==> config.mk <==
export PLATFORM = sky130hd
export DESIGN_NAME = gpio_bank_with_edge_level_interrupts
export DESIGN_NICKNAME = d
export VERILOG_FILES = /design/src/hdl/gbei_pkg.sv /design/src/hdl/gbei_trigger.sv /design/src/hdl/gbei_regs.sv /design/src/hdl/gpio_bank_with_edge_level_interrupts.sv
export VERILOG_INCLUDE_DIRS = /design/src /design/src/hdl
export SDC_FILE = /design/constraint.sdc
export NUM_CORES = 1
export LEC_CHECK = 0
export CORE_MARGIN = 2
export CORE_UTILIZATION = 54
export DETAILED_ROUTE_END_ITERATION = 10
export DONT_BUFFER_PORTS = 1
export PLACE_DENSITY = 0.72
export SETUP_SLACK_MARGIN = 0.02
export SLEW_MARGIN = 25
export SYNTH_ARGS = -nofsm -noshare
export SYNTH_HDL_FRONTEND = slang
export SYNTH_SLANG_ARGS = --single-unit
export TNS_END_PERCENT = 100
==> constraint.sdc <==
create_clock -name i_clk -period 4.72 [get_ports i_clk]
set_clock_uncertainty 0.15 [all_clocks]
set_input_delay 0 -clock i_clk [delete_from_list [all_inputs] [get_ports i_clk]]
set_output_delay 0 -clock i_clk [all_outputs]
set_load 0.005 [all_outputs]
==> src/hdl/gpio_bank_with_edge_level_interrupts_macros.svh <==
// Assertion helpers shared by the GPIO bank modules.
`ifndef GPIO_BANK_WITH_EDGE_LEVEL_INTERRUPTS_MACROS_SVH
`define GPIO_BANK_WITH_EDGE_LEVEL_INTERRUPTS_MACROS_SVH

// Check expr in the same cycle as cond.
`define GBEI_ASSERT_NOW(label, clk, rst_n, cond, expr) \
    label: assert property (@(posedge clk) disable iff (!(rst_n)) \
        (cond) |-> (expr)) else $error("assertion failed");

// Check expr in the cycle after cond.
`define GBEI_ASSERT_NEXT(label, clk, rst_n, cond, expr) \
    label: assert property (@(posedge clk) disable iff (!(rst_n)) \
        (cond) |=> (expr)) else $error("assertion failed");

`endif

==> src/hdl/gbei_pkg.sv <==
`default_nettype none

package gbei_pkg;

    localparam int PIN_COUNT = 32;
    localparam int WORD_W    = 32;

    localparam logic [WORD_W-1:0] PIN_MASK = (PIN_COUNT >= WORD_W) ? {WORD_W{1'b1}} :
        WORD_W'((64'd1 << PIN_COUNT) - 64'd1);

    localparam logic [1:0] CMD_READ  = 2'd0;
    localparam logic [1:0] CMD_WRITE = 2'd1;
    localparam logic [1:0] CMD_TICK  = 2'd2;

    localparam logic [2:0] REG_DATA   = 3'd0;
    localparam logic [2:0] REG_DIR    = 3'd1;
    localparam logic [2:0] REG_ENABLE = 3'd2;
    localparam logic [2:0] REG_SENSE0 = 3'd3;
    localparam logic [2:0] REG_SENSE1 = 3'd4;
    localparam logic [2:0] REG_SENSE2 = 3'd5;
    localparam logic [2:0] REG_STATUS = 3'd6;
    localparam logic [2:0] REG_NONE   = 3'd7;

    typedef struct packed {
        logic [1:0]        command;
        logic [2:0]        reg_index;
        logic [WORD_W-1:0] write_data;
        logic [WORD_W-1:0] pad_levels;
    } t_req;

    typedef struct packed {
        logic [WORD_W-1:0] read_data;
        logic [WORD_W-1:0] pad_drive;
        logic [WORD_W-1:0] pad_output_enable;
        logic              irq;
        logic              access_error;
    } t_result;

endpackage

`default_nettype wire

==> src/hdl/gbei_trigger.sv <==
`default_nettype none

module gbei_trigger (
    input  wire logic [gbei_pkg::WORD_W-1:0] i_sense0,
    input  wire logic [gbei_pkg::WORD_W-1:0] i_sense1,
    input  wire logic [gbei_pkg::WORD_W-1:0] i_sense2,
    input  wire logic [gbei_pkg::WORD_W-1:0] i_prev,
    input  wire logic [gbei_pkg::WORD_W-1:0] i_now,
    output logic      [gbei_pkg::WORD_W-1:0] o_hits
);

    logic [gbei_pkg::WORD_W-1:0] rise;
    logic [gbei_pkg::WORD_W-1:0] fall;

    assign rise = ~i_prev & i_now;
    assign fall = i_prev & ~i_now;

    // Per pin code {sense2,sense1,sense0}: fall, rise, low, high, any edge.
    assign o_hits = (~i_sense2 & ~i_sense1 & ~i_sense0 & fall)
                  | (~i_sense2 & ~i_sense1 &  i_sense0 & rise)
                  | (~i_sense2 &  i_sense1 & ~i_sense0 & ~i_now)
                  | (~i_sense2 &  i_sense1 &  i_sense0 & i_now)
                  | ( i_sense2 & (i_prev ^ i_now));

endmodule

`default_nettype wire

==> src/hdl/gbei_regs.sv <==
`default_nettype none

`include "gpio_bank_with_edge_level_interrupts_macros.svh"

module gbei_regs (
    input  wire logic             i_clk,
    input  wire logic             i_rst_n,
    input  wire logic             i_fire,
    input  wire gbei_pkg::t_req   i_req,
    output gbei_pkg::t_result     o_res
);

    logic [gbei_pkg::WORD_W-1:0] r_latch,  n_latch;
    logic [gbei_pkg::WORD_W-1:0] r_dir,    n_dir;
    logic [gbei_pkg::WORD_W-1:0] r_enable, n_enable;
    logic [gbei_pkg::WORD_W-1:0] r_sense0, n_sense0;
    logic [gbei_pkg::WORD_W-1:0] r_sense1, n_sense1;
    logic [gbei_pkg::WORD_W-1:0] r_sense2, n_sense2;
    logic [gbei_pkg::WORD_W-1:0] r_status, n_status;
    logic [gbei_pkg::WORD_W-1:0] r_levels, n_levels;

    logic [gbei_pkg::WORD_W-1:0] wdata;
    logic [gbei_pkg::WORD_W-1:0] pads;
    logic [gbei_pkg::WORD_W-1:0] hits;
    logic [gbei_pkg::WORD_W-1:0] rdata;
    logic                        err;

    assign wdata = i_req.write_data & gbei_pkg::PIN_MASK;
    assign pads  = i_req.pad_levels & gbei_pkg::PIN_MASK;

    gbei_trigger u_trigger (
        .i_sense0 (r_sense0),
        .i_sense1 (r_sense1),
        .i_sense2 (r_sense2),
        .i_prev   (r_levels),
        .i_now    (pads),
        .o_hits   (hits)
    );

    always_comb begin
        n_latch  = r_latch;
        n_dir    = r_dir;
        n_enable = r_enable;
        n_sense0 = r_sense0;
        n_sense1 = r_sense1;
        n_sense2 = r_sense2;
        n_status = r_status;
        n_levels = r_levels;
        rdata    = '0;
        err      = 1'b0;
        if (i_req.command == gbei_pkg::CMD_READ) begin
            unique case (i_req.reg_index)
                gbei_pkg::REG_DATA:   rdata = r_levels;
                gbei_pkg::REG_DIR:    rdata = r_dir;
                gbei_pkg::REG_ENABLE: rdata = r_enable;
                gbei_pkg::REG_SENSE0: rdata = r_sense0;
                gbei_pkg::REG_SENSE1: rdata = r_sense1;
                gbei_pkg::REG_SENSE2: rdata = r_sense2;
                gbei_pkg::REG_STATUS: rdata = r_status;
                default:              err   = 1'b1;
            endcase
        end else if (i_req.command == gbei_pkg::CMD_WRITE) begin
            unique case (i_req.reg_index)
                gbei_pkg::REG_DATA:   n_latch  = wdata;
                gbei_pkg::REG_DIR:    n_dir    = wdata;
                gbei_pkg::REG_ENABLE: n_enable = wdata;
                gbei_pkg::REG_SENSE0: n_sense0 = wdata;
                gbei_pkg::REG_SENSE1: n_sense1 = wdata;
                gbei_pkg::REG_SENSE2: n_sense2 = wdata;
                gbei_pkg::REG_STATUS: n_status = r_status & ~wdata;
                default:              err      = 1'b1;
            endcase
        end else if (i_req.command == gbei_pkg::CMD_TICK) begin
            n_status = r_status | (hits & r_enable & gbei_pkg::PIN_MASK);
            n_levels = pads;
        end
    end

    // Result reflects the state after this request.
    assign o_res.read_data         = rdata & gbei_pkg::PIN_MASK;
    assign o_res.pad_drive         = n_latch & gbei_pkg::PIN_MASK;
    assign o_res.pad_output_enable = n_dir & gbei_pkg::PIN_MASK;
    assign o_res.irq               = |(n_status & gbei_pkg::PIN_MASK);
    assign o_res.access_error      = err;

    always_ff @(posedge i_clk) begin
        if (!i_rst_n) begin
            r_latch  <= '0;
            r_dir    <= '0;
            r_enable <= '0;
            r_sense0 <= '0;
            r_sense1 <= '0;
            r_sense2 <= '0;
            r_status <= '0;
            r_levels <= '0;
        end else if (i_fire) begin
            r_latch  <= n_latch;
            r_dir    <= n_dir;
            r_enable <= n_enable;
            r_sense0 <= n_sense0;
            r_sense1 <= n_sense1;
            r_sense2 <= n_sense2;
            r_status <= n_status;
            r_levels <= n_levels;
        end
    end

    // Status bits appear only on enabled pins.
    `GBEI_ASSERT_NEXT(a_status_gated, i_clk, i_rst_n, 1'b1,
        (r_status & ~$past(r_status) & ~$past(r_enable)) == '0)
    // A status write only clears.
    `GBEI_ASSERT_NEXT(a_status_w1c, i_clk, i_rst_n,
        i_fire && i_req.command == gbei_pkg::CMD_WRITE,
        (r_status & ~$past(r_status)) == '0)
    // A read leaves the state untouched.
    `GBEI_ASSERT_NEXT(a_read_stable, i_clk, i_rst_n,
        i_fire && i_req.command == gbei_pkg::CMD_READ,
        $stable(r_status) && $stable(r_levels) && $stable(r_latch) && $stable(r_dir))

endmodule

`default_nettype wire

==> src/hdl/gpio_bank_with_edge_level_interrupts.sv <==
// GPIO bank of 32 pins with edge and level interrupts.
// Input channel (i_in_valid / o_in_ready) carries one request: a bus read,
// a bus write or a pad sample tick. Output channel (o_out_valid /
// i_out_ready) returns exactly one result per request, in order: read data,
// pad drive, pad output enable, irq and an unmapped-access flag, all taken
// after the request has updated the bank.
// A request is held in an input register and applied to the register bank
// once the output register is free; its result is captured in the output
// register at the same edge as the bank update, and o_out_valid then rises.
// One request per cycle is sustained while the receiver keeps i_out_ready
// high.
// When the receiver stalls, the result waits in the output register while
// one more request may sit in the input register; o_in_ready drops only
// when both are full.
// Synchronous reset clears every bank register, the sampled levels and both
// pipeline valid flags.
`default_nettype none

`include "gpio_bank_with_edge_level_interrupts_macros.svh"

module gpio_bank_with_edge_level_interrupts (
    input  wire logic                         i_clk,
    input  wire logic                         i_rst_n,
    input  wire logic                         i_in_valid,
    output logic                              o_in_ready,
    input  wire logic [1:0]                   i_command,
    input  wire logic [2:0]                   i_reg_index,
    input  wire logic [gbei_pkg::WORD_W-1:0]  i_write_data,
    input  wire logic [gbei_pkg::WORD_W-1:0]  i_pad_levels,
    output logic                              o_out_valid,
    input  wire logic                         i_out_ready,
    output logic      [gbei_pkg::WORD_W-1:0]  o_read_data,
    output logic      [gbei_pkg::WORD_W-1:0]  o_pad_drive,
    output logic      [gbei_pkg::WORD_W-1:0]  o_pad_output_enable,
    output logic                              o_irq,
    output logic                              o_access_error
);

    logic              r_in_valid;
    gbei_pkg::t_req    r_req;
    logic              r_out_valid;
    gbei_pkg::t_result r_res;
    gbei_pkg::t_result res;
    logic              advance;
    logic              accept;

    // Move the held request into the bank when the output slot is free.
    assign advance    = r_in_valid && (!r_out_valid || i_out_ready);
    assign o_in_ready = !r_in_valid || advance;
    assign accept     = i_in_valid && o_in_ready;

    gbei_regs u_regs (
        .i_clk   (i_clk),
        .i_rst_n (i_rst_n),
        .i_fire  (advance),
        .i_req   (r_req),
        .o_res   (res)
    );

    always_ff @(posedge i_clk) begin
        if (!i_rst_n) begin
            r_in_valid <= 1'b0;
        end else if (accept) begin
            r_in_valid <= 1'b1;
        end else if (advance) begin
            r_in_valid <= 1'b0;
        end
    end

    always_ff @(posedge i_clk) begin
        if (accept) begin
            r_req.command    <= i_command;
            r_req.reg_index  <= i_reg_index;
            r_req.write_data <= i_write_data;
            r_req.pad_levels <= i_pad_levels;
        end
    end

    always_ff @(posedge i_clk) begin
        if (!i_rst_n) begin
            r_out_valid <= 1'b0;
        end else if (advance) begin
            r_out_valid <= 1'b1;
        end else if (i_out_ready) begin
            r_out_valid <= 1'b0;
        end
    end

    always_ff @(posedge i_clk) begin
        if (advance) begin
            r_res <= res;
        end
    end

    assign o_out_valid         = r_out_valid;
    assign o_read_data         = r_res.read_data;
    assign o_pad_drive         = r_res.pad_drive;
    assign o_pad_output_enable = r_res.pad_output_enable;
    assign o_irq               = r_res.irq;
    assign o_access_error      = r_res.access_error;

    // An unmapped access never returns data.
    `GBEI_ASSERT_NOW(a_err_no_data, i_clk, i_rst_n, o_out_valid && o_access_error,
        o_read_data == '0)

endmodule

`default_nettype wire
==> results.yml <==
clock_tree:
  tritoncts.num_buffers: 46
  hold_buffers: 145
  cts_num_sinks: 425
  ctsHtreeMaxLevel: 2
  cts_buffer_depth: 3
  clock_tree.root_cell: "clkbuf_16"
  cts_setup_buffers: 0
  cts.clk_slew.worst_paths_ps: 60
  cts_tree: "built"
  clk_latency_ps: 580
  cts_resized: 0
layout:
  multi_input_comb_area_sq_um: 9090
  synthToLayoutAreaGrowth_pct: 16.4
  layoutNonFillerInstCount: 2581
  nNetsFinal: 2213
  antenna_diode_instance_count: 0
  layout-drive-gt1-share: 0.0942
  fillCellCount: 2950
  area_occupied_by_registers_sq_um: 10200
worst_setup_path:
  critical-path-top-delay-family: "buffers and inverters"
  timing.critical_path.required_ps: 5020
  critical_path_startpoint_category: "register"
  path_class: "reg -> reg"
  cpMaxStageDelayCell: "edfxtp_1"
  buffering_stage_count_on_the_worst_path_with_inverters_included: 2
  worstReg2RegStart: "r_req[66]$_DFFE_PP_"
  crit_path_max_fanout: 32
  timing.critical_path.arrival_ps: 3720
  crit_path_start: "r_req[66]$_DFFE_PP_"
  critical_path.cell_chain: "buf_4 > and2b_1 > nand2_4 > mux2_2 > mux2i_1 > nor2b_1 > dlygate4sd3_1"
  crit_path_end_kind: "register"
  cp_slowest_stage_delay_ps: 670
route:
  overall_via_count_from_detail_route: 15484
  drcViolationCount: 0
  routed_via_density: 6.00
  drt_wl_total_microns: 57800
  detail-route-antenna-nets: 0
  wire_per_inst_microns: 22.4
  dr.first_iter.drc_count: 1498
  drt_first_pass_iters: 7
synthesis:
  synthDominantCellAreaShare: 0.256
  synth_cells: 1972
  synth.area.top_cells: "dfxtp_1 (26%), edfxtp_1 (25%), nand2_1 (7.6%)"
  synth.net_count: 2109
  synth_common_cells: "nand2_1 (406), dfxtp_1 (258), edfxtp_1 (167), a21boi_0 (156), mux2i_1 (142)"
  synth_cell_types: 42
  mapped_avg_cell_area_sq_um: 10.2
  seq_area_frac_synth: 0.505
  synth-async-reset-ratio: 0
  yosys_warning_count: 0
  synthDominantAreaCellType: "dfxtp_1"
  yosys_most_used_dff: "dfxtp_1"
  synth.ff_latch_count: 425
  synth_area_sq_um: 20200
  synth_most_common_cell: "nand2_1"
  number_of_enable_type_register_cells_in_the_synthesized_netlist: 167
grt:
  grt_start_max_net_pins: 259
  grt_usage: 0.295
  gr-total-overflow: 0
  initial_antenna_violation_count: 1
  grt_pass1_wl_microns: 87400
  vias_in_the_first_global_route: 14922
placement:
  gp_congestion: 0.839
  cell_total_after_placement: 2351
  port_buffers: 0
  dp_hpwl_microns: 34800
  pre_cts_slack_ps: 1470
die:
  start_util: 0.549
  core-area_sq_um: 36700
  standard_cell_rows: 70
  die_width_microns: 197
  fp.dieArea_sq_um: 38900
  num_io_pins: 173
  die_h_microns: 197
timing:
  fmax_mhz: 293
  slew_violations: 0
  tightestPinTransition_ps: 1230
  fin_hold_ws_ps: 150
  grt_setup_unrepaired: "false"
  slew-limit-headroom: 0.181
  hold_viol_final: 0
  post-route-period-util: 0.723
  setup-tns-final_ps: 0
  finalSetupViolCount: 0
  final_worst_setup_slack_ps: 1310
  min_period_ps: 3410
power_and_ir_drop:
  switching_power_total_w: 0.00191
  sequentialPowerShare: 0.500
  power_density_nw_per_um2: 344
  swShare: 0.237
  vdd_ir_drop_max_mv: 0.317
  clock_power_share: 0.433
  comb_power_share: 0.068
  static-leakage-power_nw: 8.49
  internal_power_w: 0.00615
flow_run:
  max_cap_viol_count: 0
status:
  result_of_the_run: "completed"
worst_hold_path:
  worstHoldPathType: "in -> reg"
  worstHoldStart: "i_out_ready"
## cell families after synthesis
kind of cell,synth area share
AO/OA/AOI/OAI,0.154
adder cells (fa/ha/maj),0.0397
buffers and inverters,0.0455
flip-flops,0.505
multiplexers,0.120
AND/OR/NAND/NOR,0.136
## area by class of cell
class,instances,area share
Clock buffer,66,0.0562
Multi-Input combinational cell,1323,0.388
Tap cell,468,0.0250
Timing Repair Buffer,183,0.0763
Inverter,97,0.0155
Sequential cell,425,0.434
Clock inverter,19,0.00570
## routing by layer
metal	track usage	up-vias	wire length, microns
li1	-	7150	-
met1	0.395	7618	24700
met2	0.472	612	26700
met3	0.0611	104	4690
met4	0.110	0	1680
met5	0	-	0
## state kept, by name (all words and copies together) (netlist names)
name	flops
r_req	69
o_pad_drive	32
o_pad_output_enable	32
o_read_data	32
u_regs.r_dir	32
u_regs.r_enable	32
u_regs.r_latch	32
u_regs.r_levels	32
u_regs.r_sense0	32
u_regs.r_sense1	32
u_regs.r_sense2	32
u_regs.r_status	32
o_access_error	1
o_irq	1
o_out_valid	1
r_in_valid	1
## metrics by stage
| stage | utilization | cell area (sq um) | total power (W) |
|---|---|---|---|
| floorplan | - | 20200 | 0.00437 |
| global placement | 0.560 | 20500 | 0.00450 |
| detailed placement | 0.560 | 20500 | 0.00451 |
| CTS | 0.639 | 23500 | 0.00810 |
| global route | 0.639 | 23500 | 0.00830 |
| finish | 0.639 | 23500 | 0.00807 |
## worst reg2reg max path, cell delays in order (launching register included)
cell and delay (ps):
edfxtp_1 670, buf_4 480, and2b_1 330, nand2_4 520, mux2_2 430, mux2i_1 130
nor2b_1 60, dlygate4sd3_1 540
## power groups by stage
stage	Sequential [W]	Clock [W]	Combinational, W
2_1_floorplan	0.00406	0	0.000314
6_report	0.00403	0.00349	0.000546
4_1_cts	0.00403	0.00353	0.000536
5_1_grt	0.00404	0.00367	0.000584
3_3_place_gp	0.00410	0	0.000393
3_5_place_dp	0.00410	0	0.000405
## cells in the final DEF, fill, tap and decap left out, types with 8 or more instances in the layout
cell type        n
a2111o_1        32
a21boi_0       156
a21oi_1         43
a22oi_1         12
a32oi_1         37
buf_4           35
clkbuf_1        13
clkbuf_16       48
clkinv_2         9
dfxtp_1        258
dlygate4sd3_1  144
edfxtp_1       167
ha_1            64
inv_1           97
mux2_2          73
mux2i_1        142
mux4_2           8
nand2_1        404
nand2b_1        32
nand4_1          9
nor2_1          99
nor2b_1         68
o211a_1         32
o21ai_0         16
o22ai_1         14
o311ai_0        32
## worst paths after layout
| check | cells past startpoint | slack, ps | end |
|---|---|---|---|
| setup / recovery | 7 | 1310 | u_regs.r_latch[19]$_SDFFE_PN0P_ |
| hold / removal | 3 | 150 | o_out_valid$_SDFFE_PN0P_ |
| setup reg to reg | 7 | 1310 | u_regs.r_latch[19]$_SDFFE_PN0P_ |
| hold reg to reg | 2 | 340 | u_regs.r_enable[30]$_SDFFE_PN0P_ |
No activity file was read; power rests on OpenSTA's default activity.
